==> src/bert_pkg.sv <==
// Package for the button edge and auto-repeat tracker.
// Holds shared widths, register indexes and the control/status structs.
// No dependencies.
package bert_pkg;

  // Number of tracked buttons and the width of a button index.
  localparam int NUM_BUTTONS = 3;
  localparam int BTN_W = (NUM_BUTTONS > 1) ? $clog2(NUM_BUTTONS) : 1;

  // Field widths.
  localparam int COORD_W = 16;
  localparam int POS_W   = 12;
  localparam int SIZE_W  = 13;
  localparam int CNT_W   = 16;
  localparam int MASK_W  = 3;
  localparam int CFG_D_W = 16;

  // Packed channel widths, rounded up to whole bytes.
  localparam int IN_BITS   = 5 * COORD_W + MASK_W;
  localparam int IN_DATA_W = ((IN_BITS + 7) / 8) * 8;
  localparam int OUT_BITS  = 2 * POS_W + 4 * MASK_W + 3 * CNT_W + 3 * COORD_W;
  localparam int OUT_DATA_W = ((OUT_BITS + 7) / 8) * 8;

  // Largest screen size and the saturation point of a hold counter.
  localparam logic [SIZE_W-1:0] SCREEN_MAX = SIZE_W'(4096);
  localparam logic [CNT_W-1:0]  HOLD_MAX   = '1;

  // Configuration register indexes.
  typedef enum logic [1:0] {
    CFG_WIDTH    = 2'd0,
    CFG_HEIGHT   = 2'd1,
    CFG_BEGIN    = 2'd2,
    CFG_INTERVAL = 2'd3
  } cfg_idx_t;

  // Commands from the controller to the datapath.
  typedef struct packed {
    logic             accept;
    logic             mod_start;
    logic             rep_capture;
    logic             out_load;
    logic [BTN_W-1:0] btn;
  } bert_cmd_t;

  // Status from the datapath to the controller.
  typedef struct packed {
    logic mod_done;
    logic out_free;
  } bert_sts_t;

endpackage

==> src/button_edge_repeat_tracker_top.sv <==
// Top level of the button edge and auto-repeat tracker.
// Depends on bert_pkg, bert_ctrl, bert_dp (and bert_mod below it).
//
//   channel  direction  handshake            payload
//   in_      input      in_tvalid/in_tready  in_tdata (88 b), in_tuser (read_ok)
//   out_     output     out_tvalid/out_tready out_tdata (136 b)
//   cfg_     input      cfg_valid/cfg_ready  cfg_index (2 b), cfg_data (16 b)
//
// Each button of an item takes a load step, the iterations of the shared
// two-bit-per-cycle remainder unit and a capture step; the result register is
// then loaded. The input is ready again in the cycle after that load, so an
// item is not taken while the last one is still being worked on. The next item
// is taken while a result still waits in that register. A result that is not
// taken stalls the next load, and with it the input. Reset is synchronous,
// active low; configuration is always ready.
module button_edge_repeat_tracker_top
  import bert_pkg::*;
(
  input  logic                  clk,
  input  logic                  rst_n,
  // cursor_x, cursor_y, button_bits, delta_x, delta_y, wheel_delta, zero pad
  input  logic [IN_DATA_W-1:0]  in_tdata,
  // read_ok
  input  logic                  in_tuser,
  input  logic                  in_tvalid,
  output logic                  in_tready,
  // pos_x, pos_y, press_mask, trigger_mask, release_mask, repeat_mask,
  // hold_left, hold_right, hold_middle, move_x, move_y, wheel, zero pad
  output logic [OUT_DATA_W-1:0] out_tdata,
  output logic                  out_tvalid,
  input  logic                  out_tready,
  input  logic                  cfg_valid,
  output logic                  cfg_ready,
  input  logic [1:0]            cfg_index,
  input  logic [CFG_D_W-1:0]    cfg_data
);

  bert_cmd_t cmd;
  bert_sts_t sts;

  // Configuration writes are taken in any cycle.
  assign cfg_ready = 1'b1;

  bert_ctrl u_ctrl (
    .clk       (clk),
    .rst_n     (rst_n),
    .in_tvalid (in_tvalid),
    .in_tready (in_tready),
    .cmd       (cmd),
    .sts       (sts)
  );

  bert_dp u_dp (
    .clk        (clk),
    .rst_n      (rst_n),
    .cmd        (cmd),
    .sts        (sts),
    .cfg_fire   (cfg_valid && cfg_ready),
    .cfg_index  (cfg_index),
    .cfg_data   (cfg_data),
    .in_tdata   (in_tdata),
    .in_tuser   (in_tuser),
    .out_tvalid (out_tvalid),
    .out_tready (out_tready),
    .out_tdata  (out_tdata)
  );

endmodule

==> src/bert_mod.sv <==
// Sequential remainder unit: 16-bit restoring division, two bits per cycle.
// Depends on bert_pkg.
module bert_mod
  import bert_pkg::*;
(
  input  logic             clk,
  input  logic             rst_n,
  input  logic             start,
  input  logic [CNT_W-1:0] dividend,
  input  logic [CNT_W-1:0] divisor,
  output logic             done,
  output logic [CNT_W-1:0] rem
);

  localparam int STEPS   = CNT_W / 2;
  localparam int STEP_W  = $clog2(STEPS);

  logic              busy_r;
  logic              done_r;
  logic [STEP_W-1:0] step_r;
  logic [CNT_W-1:0]  q_r;
  logic [CNT_W-1:0]  d_r;
  logic [CNT_W-1:0]  rem_r;
  logic [CNT_W-1:0]  rem_mid;
  logic [CNT_W-1:0]  rem_nxt;

  // One restoring step: shift in the next dividend bit, subtract if it fits.
  function automatic logic [CNT_W-1:0] rem_step(input logic [CNT_W-1:0] r,
                                                input logic b,
                                                input logic [CNT_W-1:0] d);
    logic [CNT_W:0] t;
    logic [CNT_W:0] s;
    t = {r, b};
    s = t - {1'b0, d};
    if (t >= {1'b0, d}) begin
      return s[CNT_W-1:0];
    end
    return t[CNT_W-1:0];
  endfunction

  // Two dependent steps per cycle.
  always_comb begin
    rem_mid = rem_step(rem_r, q_r[CNT_W-1], d_r);
    rem_nxt = rem_step(rem_mid, q_r[CNT_W-2], d_r);
  end

  // Iteration control and operand registers.
  always_ff @(posedge clk) begin
    if (!rst_n) begin
      busy_r <= 1'b0;
      done_r <= 1'b0;
      step_r <= '0;
    end else begin
      done_r <= 1'b0;
      if (start) begin
        busy_r <= 1'b1;
        step_r <= '0;
      end else if (busy_r) begin
        step_r <= step_r + 1'b1;
        if (step_r == STEP_W'(STEPS - 1)) begin
          busy_r <= 1'b0;
          done_r <= 1'b1;
        end
      end
    end
  end

  always_ff @(posedge clk) begin
    if (start) begin
      q_r   <= dividend;
      d_r   <= divisor;
      rem_r <= '0;
    end else if (busy_r) begin
      q_r   <= {q_r[CNT_W-3:0], 2'b00};
      rem_r <= rem_nxt;
    end
  end

  assign done = done_r;
  assign rem  = rem_r;

endmodule

==> src/bert_dp.sv <==
// Datapath of the tracker: configuration, button state, repeat test, result register.
// Depends on bert_pkg and bert_mod.
module bert_dp
  import bert_pkg::*;
(
  input  logic                    clk,
  input  logic                    rst_n,
  input  bert_cmd_t               cmd,
  output bert_sts_t               sts,
  // Configuration writes
  input  logic                    cfg_fire,
  input  logic [1:0]              cfg_index,
  input  logic [CFG_D_W-1:0]      cfg_data,
  // Input item fields
  input  logic [IN_DATA_W-1:0]    in_tdata,
  input  logic                    in_tuser,
  // Result channel
  output logic                    out_tvalid,
  input  logic                    out_tready,
  output logic [OUT_DATA_W-1:0]   out_tdata
);

  // Configuration registers
  logic [SIZE_W-1:0] width_r;
  logic [SIZE_W-1:0] height_r;
  logic [CNT_W-1:0]  begin_r;
  logic [CNT_W-1:0]  interval_r;

  // Button and motion state
  logic [NUM_BUTTONS-1:0] held_r;
  logic [NUM_BUTTONS-1:0] rise_r;
  logic [NUM_BUTTONS-1:0] fall_r;
  logic [CNT_W-1:0]       hold_r [NUM_BUTTONS];
  logic [CNT_W-1:0]       hold_nxt [NUM_BUTTONS];
  logic [COORD_W-1:0]     last_dx_r;
  logic [COORD_W-1:0]     last_dy_r;
  logic [COORD_W-1:0]     last_wheel_r;

  // Per-item working registers
  logic [POS_W-1:0]       pos_x_r;
  logic [POS_W-1:0]       pos_y_r;
  logic [NUM_BUTTONS-1:0] rep_r;
  logic                   eq1_r;
  logic                   ge_r;

  // Result register
  logic                   out_valid_r;
  logic [OUT_DATA_W-1:0]  out_data_r;

  // Unpacked input fields
  logic signed [COORD_W-1:0] cursor_x;
  logic signed [COORD_W-1:0] cursor_y;
  logic [MASK_W-1:0]         button_bits;
  logic [COORD_W-1:0]        delta_x;
  logic [COORD_W-1:0]        delta_y;
  logic [COORD_W-1:0]        wheel_delta;
  logic [NUM_BUTTONS+MASK_W-1:0] btn_ext;
  logic [NUM_BUTTONS-1:0]    now_bits;

  // Remainder unit connections
  logic [CNT_W-1:0] sel_cnt;
  logic [CNT_W-1:0] mod_dividend;
  logic [CNT_W-1:0] mod_divisor;
  logic             mod_done;
  logic [CNT_W-1:0] mod_rem;

  // Result assembly
  logic [NUM_BUTTONS+MASK_W-1:0] held_ext;
  logic [NUM_BUTTONS+MASK_W-1:0] rise_ext;
  logic [NUM_BUTTONS+MASK_W-1:0] fall_ext;
  logic [NUM_BUTTONS+MASK_W-1:0] rep_ext;
  logic [CNT_W-1:0]              hold_out [MASK_W];
  logic [OUT_BITS-1:0]           result;

  // Clamp a signed coordinate into 0..size-1, with size forced into 1..4096.
  function automatic logic [POS_W-1:0] clamp_axis(input logic signed [COORD_W-1:0] c,
                                                  input logic [SIZE_W-1:0] sz);
    logic [SIZE_W-1:0] s;
    logic [SIZE_W-1:0] lim;
    s = sz;
    if (s == '0) begin
      s = SIZE_W'(1);
    end
    if (s > SCREEN_MAX) begin
      s = SCREEN_MAX;
    end
    lim = s - 1'b1;
    if (c < 0) begin
      return '0;
    end
    if ($unsigned(c) >= {{(COORD_W-SIZE_W){1'b0}}, s}) begin
      return lim[POS_W-1:0];
    end
    return c[POS_W-1:0];
  endfunction

  // Field extraction, lowest field first.
  assign cursor_x    = in_tdata[15:0];
  assign cursor_y    = in_tdata[31:16];
  assign button_bits = in_tdata[34:32];
  assign delta_x     = in_tdata[50:35];
  assign delta_y     = in_tdata[66:51];
  assign wheel_delta = in_tdata[82:67];
  assign btn_ext     = (NUM_BUTTONS + MASK_W)'(button_bits);
  assign now_bits    = btn_ext[NUM_BUTTONS-1:0];

  // Configuration registers; writes beyond the list are ignored.
  always_ff @(posedge clk) begin
    if (!rst_n) begin
      width_r    <= SIZE_W'(1);
      height_r   <= SIZE_W'(1);
      begin_r    <= CNT_W'(30);
      interval_r <= CNT_W'(5);
    end else if (cfg_fire) begin
      case (cfg_idx_t'(cfg_index))
        CFG_WIDTH:    width_r    <= cfg_data[SIZE_W-1:0];
        CFG_HEIGHT:   height_r   <= cfg_data[SIZE_W-1:0];
        CFG_BEGIN:    begin_r    <= cfg_data;
        CFG_INTERVAL: interval_r <= cfg_data;
        default: ;
      endcase
    end
  end

  // Next hold counts: count up to saturation while held, clear on release.
  always_comb begin
    for (int b = 0; b < NUM_BUTTONS; b++) begin
      if (!now_bits[b]) begin
        hold_nxt[b] = '0;
      end else if (hold_r[b] != HOLD_MAX) begin
        hold_nxt[b] = hold_r[b] + 1'b1;
      end else begin
        hold_nxt[b] = hold_r[b];
      end
    end
  end

  // Button state is taken only from a valid sample.
  always_ff @(posedge clk) begin
    if (!rst_n) begin
      held_r       <= '0;
      rise_r       <= '0;
      fall_r       <= '0;
      last_dx_r    <= '0;
      last_dy_r    <= '0;
      last_wheel_r <= '0;
      for (int b = 0; b < NUM_BUTTONS; b++) begin
        hold_r[b] <= '0;
      end
    end else if (cmd.accept && in_tuser) begin
      held_r       <= now_bits;
      rise_r       <= now_bits & ~held_r;
      fall_r       <= held_r & ~now_bits;
      last_dx_r    <= delta_x;
      last_dy_r    <= delta_y;
      last_wheel_r <= wheel_delta;
      for (int b = 0; b < NUM_BUTTONS; b++) begin
        hold_r[b] <= hold_nxt[b];
      end
    end
  end

  // Operands of the repeat test for the selected button.
  always_comb begin
    sel_cnt      = hold_r[cmd.btn];
    mod_dividend = sel_cnt - begin_r;
    mod_divisor  = (interval_r == '0) ? CNT_W'(1) : interval_r;
  end

  bert_mod u_mod (
    .clk      (clk),
    .rst_n    (rst_n),
    .start    (cmd.mod_start),
    .dividend (mod_dividend),
    .divisor  (mod_divisor),
    .done     (mod_done),
    .rem      (mod_rem)
  );

  // Cursor clamp on transfer, then the repeat bits one button at a time.
  always_ff @(posedge clk) begin
    if (cmd.accept) begin
      pos_x_r <= clamp_axis(cursor_x, width_r);
      pos_y_r <= clamp_axis(cursor_y, height_r);
      rep_r   <= '0;
    end
    if (cmd.mod_start) begin
      eq1_r <= (sel_cnt == CNT_W'(1));
      ge_r  <= (sel_cnt >= begin_r);
    end
    if (cmd.rep_capture) begin
      rep_r[cmd.btn] <= eq1_r | (ge_r & (mod_rem == '0));
    end
  end

  // Output masks keep the three low bits; missing buttons read as zero.
  assign held_ext = (NUM_BUTTONS + MASK_W)'(held_r);
  assign rise_ext = (NUM_BUTTONS + MASK_W)'(rise_r);
  assign fall_ext = (NUM_BUTTONS + MASK_W)'(fall_r);
  assign rep_ext  = (NUM_BUTTONS + MASK_W)'(rep_r);

  for (genvar g = 0; g < MASK_W; g++) begin : g_hold
    if (g < NUM_BUTTONS) begin : g_on
      assign hold_out[g] = hold_r[g];
    end else begin : g_off
      assign hold_out[g] = '0;
    end
  end

  assign result = {last_wheel_r, last_dy_r, last_dx_r,
                   hold_out[2], hold_out[1], hold_out[0],
                   rep_ext[MASK_W-1:0], fall_ext[MASK_W-1:0],
                   rise_ext[MASK_W-1:0], held_ext[MASK_W-1:0],
                   pos_y_r, pos_x_r};

  // Result register, freed by an output transfer.
  always_ff @(posedge clk) begin
    if (!rst_n) begin
      out_valid_r <= 1'b0;
    end else if (cmd.out_load) begin
      out_valid_r <= 1'b1;
    end else if (out_tready) begin
      out_valid_r <= 1'b0;
    end
  end

  always_ff @(posedge clk) begin
    if (cmd.out_load) begin
      out_data_r <= OUT_DATA_W'(result);
    end
  end

  assign sts.mod_done = mod_done;
  assign sts.out_free = !out_valid_r || out_tready;
  assign out_tvalid   = out_valid_r;
  assign out_tdata    = out_data_r;

endmodule

==> src/bert_ctrl.sv <==
// Controller of the tracker: takes an item, steps the repeat test over the buttons.
// Depends on bert_pkg.
module bert_ctrl
  import bert_pkg::*;
(
  input  logic      clk,
  input  logic      rst_n,
  input  logic      in_tvalid,
  output logic      in_tready,
  output bert_cmd_t cmd,
  input  bert_sts_t sts
);

  typedef enum logic [1:0] {
    S_IDLE,
    S_START,
    S_WAIT,
    S_DONE
  } state_t;

  state_t           state_r;
  logic             ready_r;
  logic [BTN_W-1:0] btn_r;

  // Commands decoded from the state.
  always_comb begin
    cmd             = '0;
    cmd.btn         = btn_r;
    cmd.accept      = ready_r && in_tvalid;
    cmd.mod_start   = (state_r == S_START);
    cmd.rep_capture = (state_r == S_WAIT) && sts.mod_done;
    cmd.out_load    = (state_r == S_DONE) && sts.out_free;
  end

  // State, ready and button counter.
  always_ff @(posedge clk) begin
    if (!rst_n) begin
      state_r <= S_IDLE;
      ready_r <= 1'b1;
      btn_r   <= '0;
    end else begin
      case (state_r)
        S_IDLE: begin
          if (ready_r && in_tvalid) begin
            ready_r <= 1'b0;
            btn_r   <= '0;
            state_r <= S_START;
          end
        end
        S_START: begin
          state_r <= S_WAIT;
        end
        S_WAIT: begin
          if (sts.mod_done) begin
            if (btn_r == BTN_W'(NUM_BUTTONS - 1)) begin
              state_r <= S_DONE;
            end else begin
              btn_r   <= btn_r + 1'b1;
              state_r <= S_START;
            end
          end
        end
        S_DONE: begin
          if (sts.out_free) begin
            ready_r <= 1'b1;
            state_r <= S_IDLE;
          end
        end
        default: begin
          ready_r <= 1'b1;
          state_r <= S_IDLE;
        end
      endcase
    end
  end

  assign in_tready = ready_r;

endmodule
==> config.mk <==
export PLATFORM = sky130hd
export DESIGN_NAME = button_edge_repeat_tracker_top
export DESIGN_NICKNAME = d
export VERILOG_FILES = /design/src/bert_pkg.sv /design/src/button_edge_repeat_tracker_top.sv /design/src/bert_mod.sv /design/src/bert_dp.sv /design/src/bert_ctrl.sv
export SDC_FILE = /design/constraint.sdc
export NUM_CORES = 1
export LEC_CHECK = 0
export ABC_AREA = 0
export BUFFER_PORTS_ARGS = -buffer_cell sky130_fd_sc_hd__buf_2
export CAP_MARGIN = 10
export CORE_UTILIZATION = 58
export DETAILED_ROUTE_END_ITERATION = 8
export PLACE_DENSITY_LB_ADDON = 0.15
export SLEW_MARGIN = 25
export SYNTH_ARGS = -nofsm -noshare
export SYNTH_HDL_FRONTEND = slang
export SYNTH_SLANG_ARGS = --single-unit
==> constraint.sdc <==
create_clock -name clk -period 8.45 [get_ports clk]
set_input_delay 0.4225 -clock clk [delete_from_list [all_inputs] [get_ports clk]]
set_output_delay 0.4225 -clock clk [all_outputs]
set_load 0.05 [all_outputs]
# Word level (Yosys, flattened, before mapping)
# Memories as Yosys holds them, arrays and structs flattened. A register that Yosys moved wholly into a read port is not among the register bits.
# Index checks and enable logic that the tools add are counted.
[totals] register_bits=335 latchBits=0 ramBits=48 romBits=0 inputBits=112 output_inout_bits=139 wordCells=173 mem_count=1
[mem_list] memory="u_dp.hold_r" words=3 width=16 read_ports=4 rd_ports_with_merged_regs=1 wr=3 line_no="bert_dp.sv:33" rtl="logic [CNT_W-1:0] hold_r [NUM_BUTTONS];"
[op_classes] n_addsub=10 n_mul=0 n_div=0 n_lt_le_gt_ge=11 n_eq_ne=16 shift=0 mux=72 bitwise_logic=11 n_reduce_logical=26
[op_table] op="$mux 16" n=15
[op_table] op="$mux 13" n=8
[op_table] op="$mux 12" n=8
[op_table] op="$add 16x1->16 const B" n=3
[op_table] op="$ne 16x16->1 const B" n=3
[op_table] op="$sub 16x16->16" n=3
[op_table] op="$ge 17x16->1" n=2
[op_table] op="$ge 16x13->1" n=2
[op_table] op="$logic_not 16->1" n=2
[op_table] op="$lt 16x1->1 const B" n=2
[op_table] op="$gt 13x13->1 const B" n=2
[op_table] op="$logic_not 13->1" n=2
[op_table] op="$mux 1" n=25
[op_table] op="$sub 12x1->12 const B" n=2
[op_table] op="$mux 2" n=9
[op_table] op="$eq 16x1->1 const B" n=1
[op_table] op="$ge 16x16->1" n=1
[op_table] op="$eq 2x2->1 const B" n=5
[op_table] op="$pmux 2 s4" n=1
[op_table] op="$reduce_and 2->1" n=4
[op_table] op="$reduce_bool 2->1" n=4
[op_table] op="$and 3x3->3" n=2
[op_table] op="$mux 3" n=2
[op_table] op="$ne 2x1->1 const B" n=3
[op_table] op="other kinds (23)" n=35

# Longest topological paths before layout
[depth] ltp_word=12 depth_mapped=20 mapped_depth_nobuf=19

# Hierarchy
# A second synthesis with hierarchy kept.
[hier_totals] cells_unflattened=1804 hier_area_um2=18735.5
[by_module_without_submodules] module="bert_dp" n_inst=1 cells_each=1364 area_per_inst_um2=14516.4
[by_module_without_submodules] module="bert_mod" n_inst=1 cells_each=406 area_per_inst_um2=3911.3
[by_module_without_submodules] module="bert_ctrl" n_inst=1 cells_each=32 area_per_inst_um2=296.5
[by_module_without_submodules] module="button_edge_repeat_tracker_top" n_inst=1 cells_each=2 area_per_inst_um2=11.3

# Least setup slack after synthesis
# OpenSTA, ideal clock, no wires.
[synth_timing] path_type="register -> register" from="register u_dp.out_valid_r, in the netlist u_dp.out_tvalid" to="register u_dp.out_data_r[0], in the netlist u_dp.out_tdata[0] (enable)" setup_ns=0.640 arrival_time_ns=6.488 t_required_ns=7.810 setup_slack_ns=1.323 stages_incl_launch_ff=3 path_buffers=0 path_cell_list="dfxtp_1 > nand2b_1 > nor2b_1"
[synth_lines] item="start, declared" line_no="bert_dp.sv:47" rtl="logic out_valid_r;"
[synth_lines] item="start signal, assigned" line_no="bert_dp.sv:219" rtl="out_valid_r <= 1'b0;"
[synth_lines] item="start signal, assigned" line_no="bert_dp.sv:221" rtl="out_valid_r <= 1'b1;"
[synth_lines] item="start signal, assigned" line_no="bert_dp.sv:223" rtl="out_valid_r <= 1'b0;"
[synth_lines] item="end signal, assigned" line_no="bert_dp.sv:229" rtl="out_data_r <= OUT_DATA_W'(result);"
[synth_lines] item="end, declared" line_no="bert_dp.sv:48" rtl="logic [OUT_DATA_W-1:0] out_data_r;"

# Worst setup path in the final report
[layout_timing] from="register u_dp.u_mod.d_r[8]" to="register u_dp.u_mod.rem_r[0], in the netlist u_dp.u_mod.rem[0]"
[layout_between] elab_chain_len=6 elab_cells_between_ends=8 classes_between="1 x add/sub; 2 x order compare; 5 x mux"
[layout_rtl] item="start, declared" line_no="bert_mod.sv:22" rtl="logic [CNT_W-1:0] d_r;"
[layout_rtl] item="start signal, assigned" line_no="bert_mod.sv:71" rtl="d_r <= divisor;"
[layout_rtl] item="$sub 16x16->16 / $ge 17x16->1 (equally long branches)" line_no="bert_mod.sv:34, bert_mod.sv:35"
[layout_rtl] item="$mux 16 / $mux 1 (equally long branches)" line_no="bert_mod.sv:35" rtl="if (t >= {1'b0, d}) begin"
[layout_rtl] item="$mux 16" line_no="bert_mod.sv:38" rtl="return t[CNT_W-1:0];"
[layout_rtl] item="$ge 17x16->1 *" line_no="bert_mod.sv:35"
[layout_rtl] item="$mux 1 *" line_no="bert_mod.sv:35"
[layout_rtl] item="$mux 16 *" line_no="bert_mod.sv:38"
[layout_rtl] item="end signal, assigned" line_no="bert_mod.sv:75" rtl="rem_r <= rem_nxt;"
[layout_rtl] item="end, declared" line_no="bert_mod.sv:23" rtl="logic [CNT_W-1:0] rem_r;"
# Every way passes the cells marked *; elsewhere a longest branch is shown, timed or not. The select of a mux whose other input is x is not followed.
# A chain may end at the register's enable or synchronous reset.

==> results.toml <==
[run_status]
status = "completed"

[routing]
ant_nets = 0
initialDrtViolationCount = 931
viasPerCell = 5.67
drcViolationCount = 0
routed_wl_um = 43700
wl_per_cell_um = 17.8
num_vias = 13900
first_pass_iters = 5

[hold_path]
min_from = "in_tdata[47]"
min_path_type = "in -> reg"

[yosys]
synth_seq_area_share_pct = 54.3
ys_warn_count = 0
synth_seq_cells = 385
synth_top_cell_area_share_pct = 38.5
avgSynthCellArea_um2 = 10.3
synthesis.area_um2 = 18600
synth_cells = 1803
synth-async-reset-ratio_pct = 0
synth_area_leaders = "edfxtp_1, dfxtp_1, nand2_1"
synth_top_cell_by_area = "edfxtp_1"
synth_cell_type_count = 75
ys_dominant_reg_cell = "edfxtp_1"
synth_edf_count = 238

[clock_tree]
ctsResizeCount = 0
postCtsSetupBuffers = 0
ctsHoldBuffers = 0
clk_latency_ps = 550
cts.path.max_buffers = 3
numClockSinks = 385
cts.clk_slew.worst_paths_ps = 60
ctsHtreeMaxLevel = 2
cts_tree = "built"
cts_buffers = 41
root_buffer = "clkbuf_16"

[sta]
tns_ps = 0
max_slew_margin_pct = 37.9
setup_viol = 0
period_minus_slack_ps = 5580
setup_ws_ps = 2870
rsz0062_at_grt = "no"
clock_skew_ps = 27.1
fmax_mhz = 179
fin_crit_sh_pct = 66.1
finalHoldViolations = 0
slew_viol_final = 0
worst_slew_pin_slew_ps = 929

[job]
drv_cap = 0

[grt]
grt_pass1_wl_um = 69800
antenna_found_initial = 2
grt_pass1_vias = 13400
gr-total-overflow = 0
grt_max_degree = 72
grt.total_usage_pct = 26.7

[pwr]
p_leak_nw = 8.24
p_per_area_nw_per_um2 = 272
max-vdd-ir-drop_v = 0.000194
total_power_mw = 5.84

[critical_path]
cp_slowest_cell = "o2111ai_4"
cpMostUsedCell = "a21oi_1"
critical_path.max_stage_delay_ps = 510
cp_max_fo = 17
crit_family = "compound AO/OA/AOI/OAI gates"
crit_buf_inv = 2
reg2reg_from = "u_dp.u_mod.d_r[8]$_SDFFCE_PN0P_"
startpoint_type = "register"
critical_path_class = "reg -> reg"
arrival_ps = 6040
endpoint_kind = "register"
startpoint = "u_dp.u_mod.d_r[8]$_SDFFCE_PN0P_"
cp_cell_sequence = "inv_1 > ha_1 > a21oi_1 > o21ai_0 > nand3_1 > and4bb_4 > o21ai_1 > buf_4 > mux2_2 > ha_1 > a21oi_1 > o21ai_0 > a22o_1 > o41ai_2 > o2111ai_4 > mux2_2 > a21oi_1"
cp.required_ps = 8910

[placed_design]
port_buffers = 240
gp_congestion = 0.902
dpl.hpwl_um = 31100
pre_cts_ws_ps = 2950
placed_cells = 2373

[floorplanning]
die_area_um2 = 32700
initial_utilization_pct = 58.9
coreArea_um2 = 31600
die_h_um = 181
io_pins = 251
num_rows = 65
fp.dieW_um = 181

[final_layout]
drive_above_1_share_pct = 17.2
area_growth_pct = 15.4
fin_cells = 2449
post-route-util_pct = 67.9
n_antenna_cell = 0
layout_commonest_cell = "nand2_1"
most-common-layout-cells = "nand2_1, buf_2, edfxtp_1, dfxtp_1, nor2_1"
n_fill_cell = 2455
fin_nets = 2213
## registers in the layout, indices dropped and copies added (netlist names), 16 cells and up, named ones only
register	flops
u_dp.last_wheel_r	16
u_dp.last_dy_r	16
u_dp.begin_r	16
u_dp.u_mod.d_r	16
u_dp.last_dx_r	16
u_dp.out_tdata	132
u_dp.interval_r	16
u_dp.u_mod.q_r	16
u_dp.u_mod.rem	16
u_dp.hold_r	48
## tightest hold or removal path, stage by stage
cell	delay [ps]
buf_2	100
nand2_1	40
a21boi_0	60
## synthesized netlist by cell type (4+ instances only)
cell,number
nand2_1,336
edfxtp_1,238
dfxtp_1,147
nor2_1,112
a21boi_0,110
ha_1,84
clkbuf_1,78
o21ai_0,78
inv_1,75
a21oi_1,72
nand3_1,51
xnor2_1,46
mux2i_1,39
nor3_1,31
xor2_1,31
and3_1,19
nand4_1,17
nor4_1,16
a21o_1,15
nor2b_1,15
mux2_2,14
a211oi_1,13
o211ai_1,11
o21a_1,11
or3_1,10
a31oi_1,9
nand3b_1,8
nand2b_1,7
buf_4,6
or2_2,6
o21bai_1,5
and2_1,4
nor3b_1,4
o21ai_1,4
o31a_1,4
o31ai_1,4
o41ai_1,4
## layer usage
layer	wire length, um	up-vias	global-route usage (%)	share of wire (%)
li1	-	6843	-	-
met3	2500	87	4.13	5.7
met4	1270	2	9.05	2.9
met5	17	-	0	0.039
met1	19200	6525	35.4	44
met2	20700	429	44.9	47
## metrics by stage
step,hold slack (ps),area (um2)
6_report,131,21400
4_1_cts,113,21400
2_1_floorplan,400,18600
5_1_grt,125,21400
3_5_place_dp,405,20000
3_3_place_gp,403,20000
## where the power goes
group	switching, mW	total (mW)	internal (mW)
logic	1.05	1.80	0.756
clock network	0.742	1.80	1.06
registers	0.0986	2.23	2.13
## path summary, 6_finish.rpt
kind	slack (ps)	cells after the start	to
worst max-delay path	2870	17	u_dp.u_mod.rem[0]$_SDFFE_PP0P_
worst min-delay path	130	3	u_dp.last_dx_r[12]$_SDFFE_PN0P_
worst max register to register	2870	17	u_dp.u_mod.rem[0]$_SDFFE_PP0P_
worst min register to register	410	0	u_dp.out_tdata[10]$_DFFE_PP_
## final cells by class
cell class / instances / area (um2) / share of cell area [%]
sequential: 385 / 10100 / 47.1
multi-input combinational: 1253 / 7830 / 36.5
timing repair buffer: 257 / 1330 / 6.21
clock buffer: 54 / 1150 / 5.35
tap: 402 / 503 / 2.35
inverter: 76 / 285 / 1.33
clock inverter: 22 / 240 / 1.12
## logic make-up (layout without fill, tap and decap cells)
| group | count (synthesis) | count (layout) | synth area share, % |
|---|---|---|---|
| simple gates | 652 | 652 | 15.7 |
| flops | 385 | 385 | 54.3 |
| compound gates | 378 | 378 | 13.7 |
| buf+inv | 168 | 409 | 3.64 |
| fa+ha+maj | 87 | 87 | 5.98 |
| xor+xnor | 77 | 77 | 3.63 |
| mux | 54 | 54 | 3.01 |
| other cells | 2 | 5 | 0.0404 |
Power figures use the tool's default switching activity.
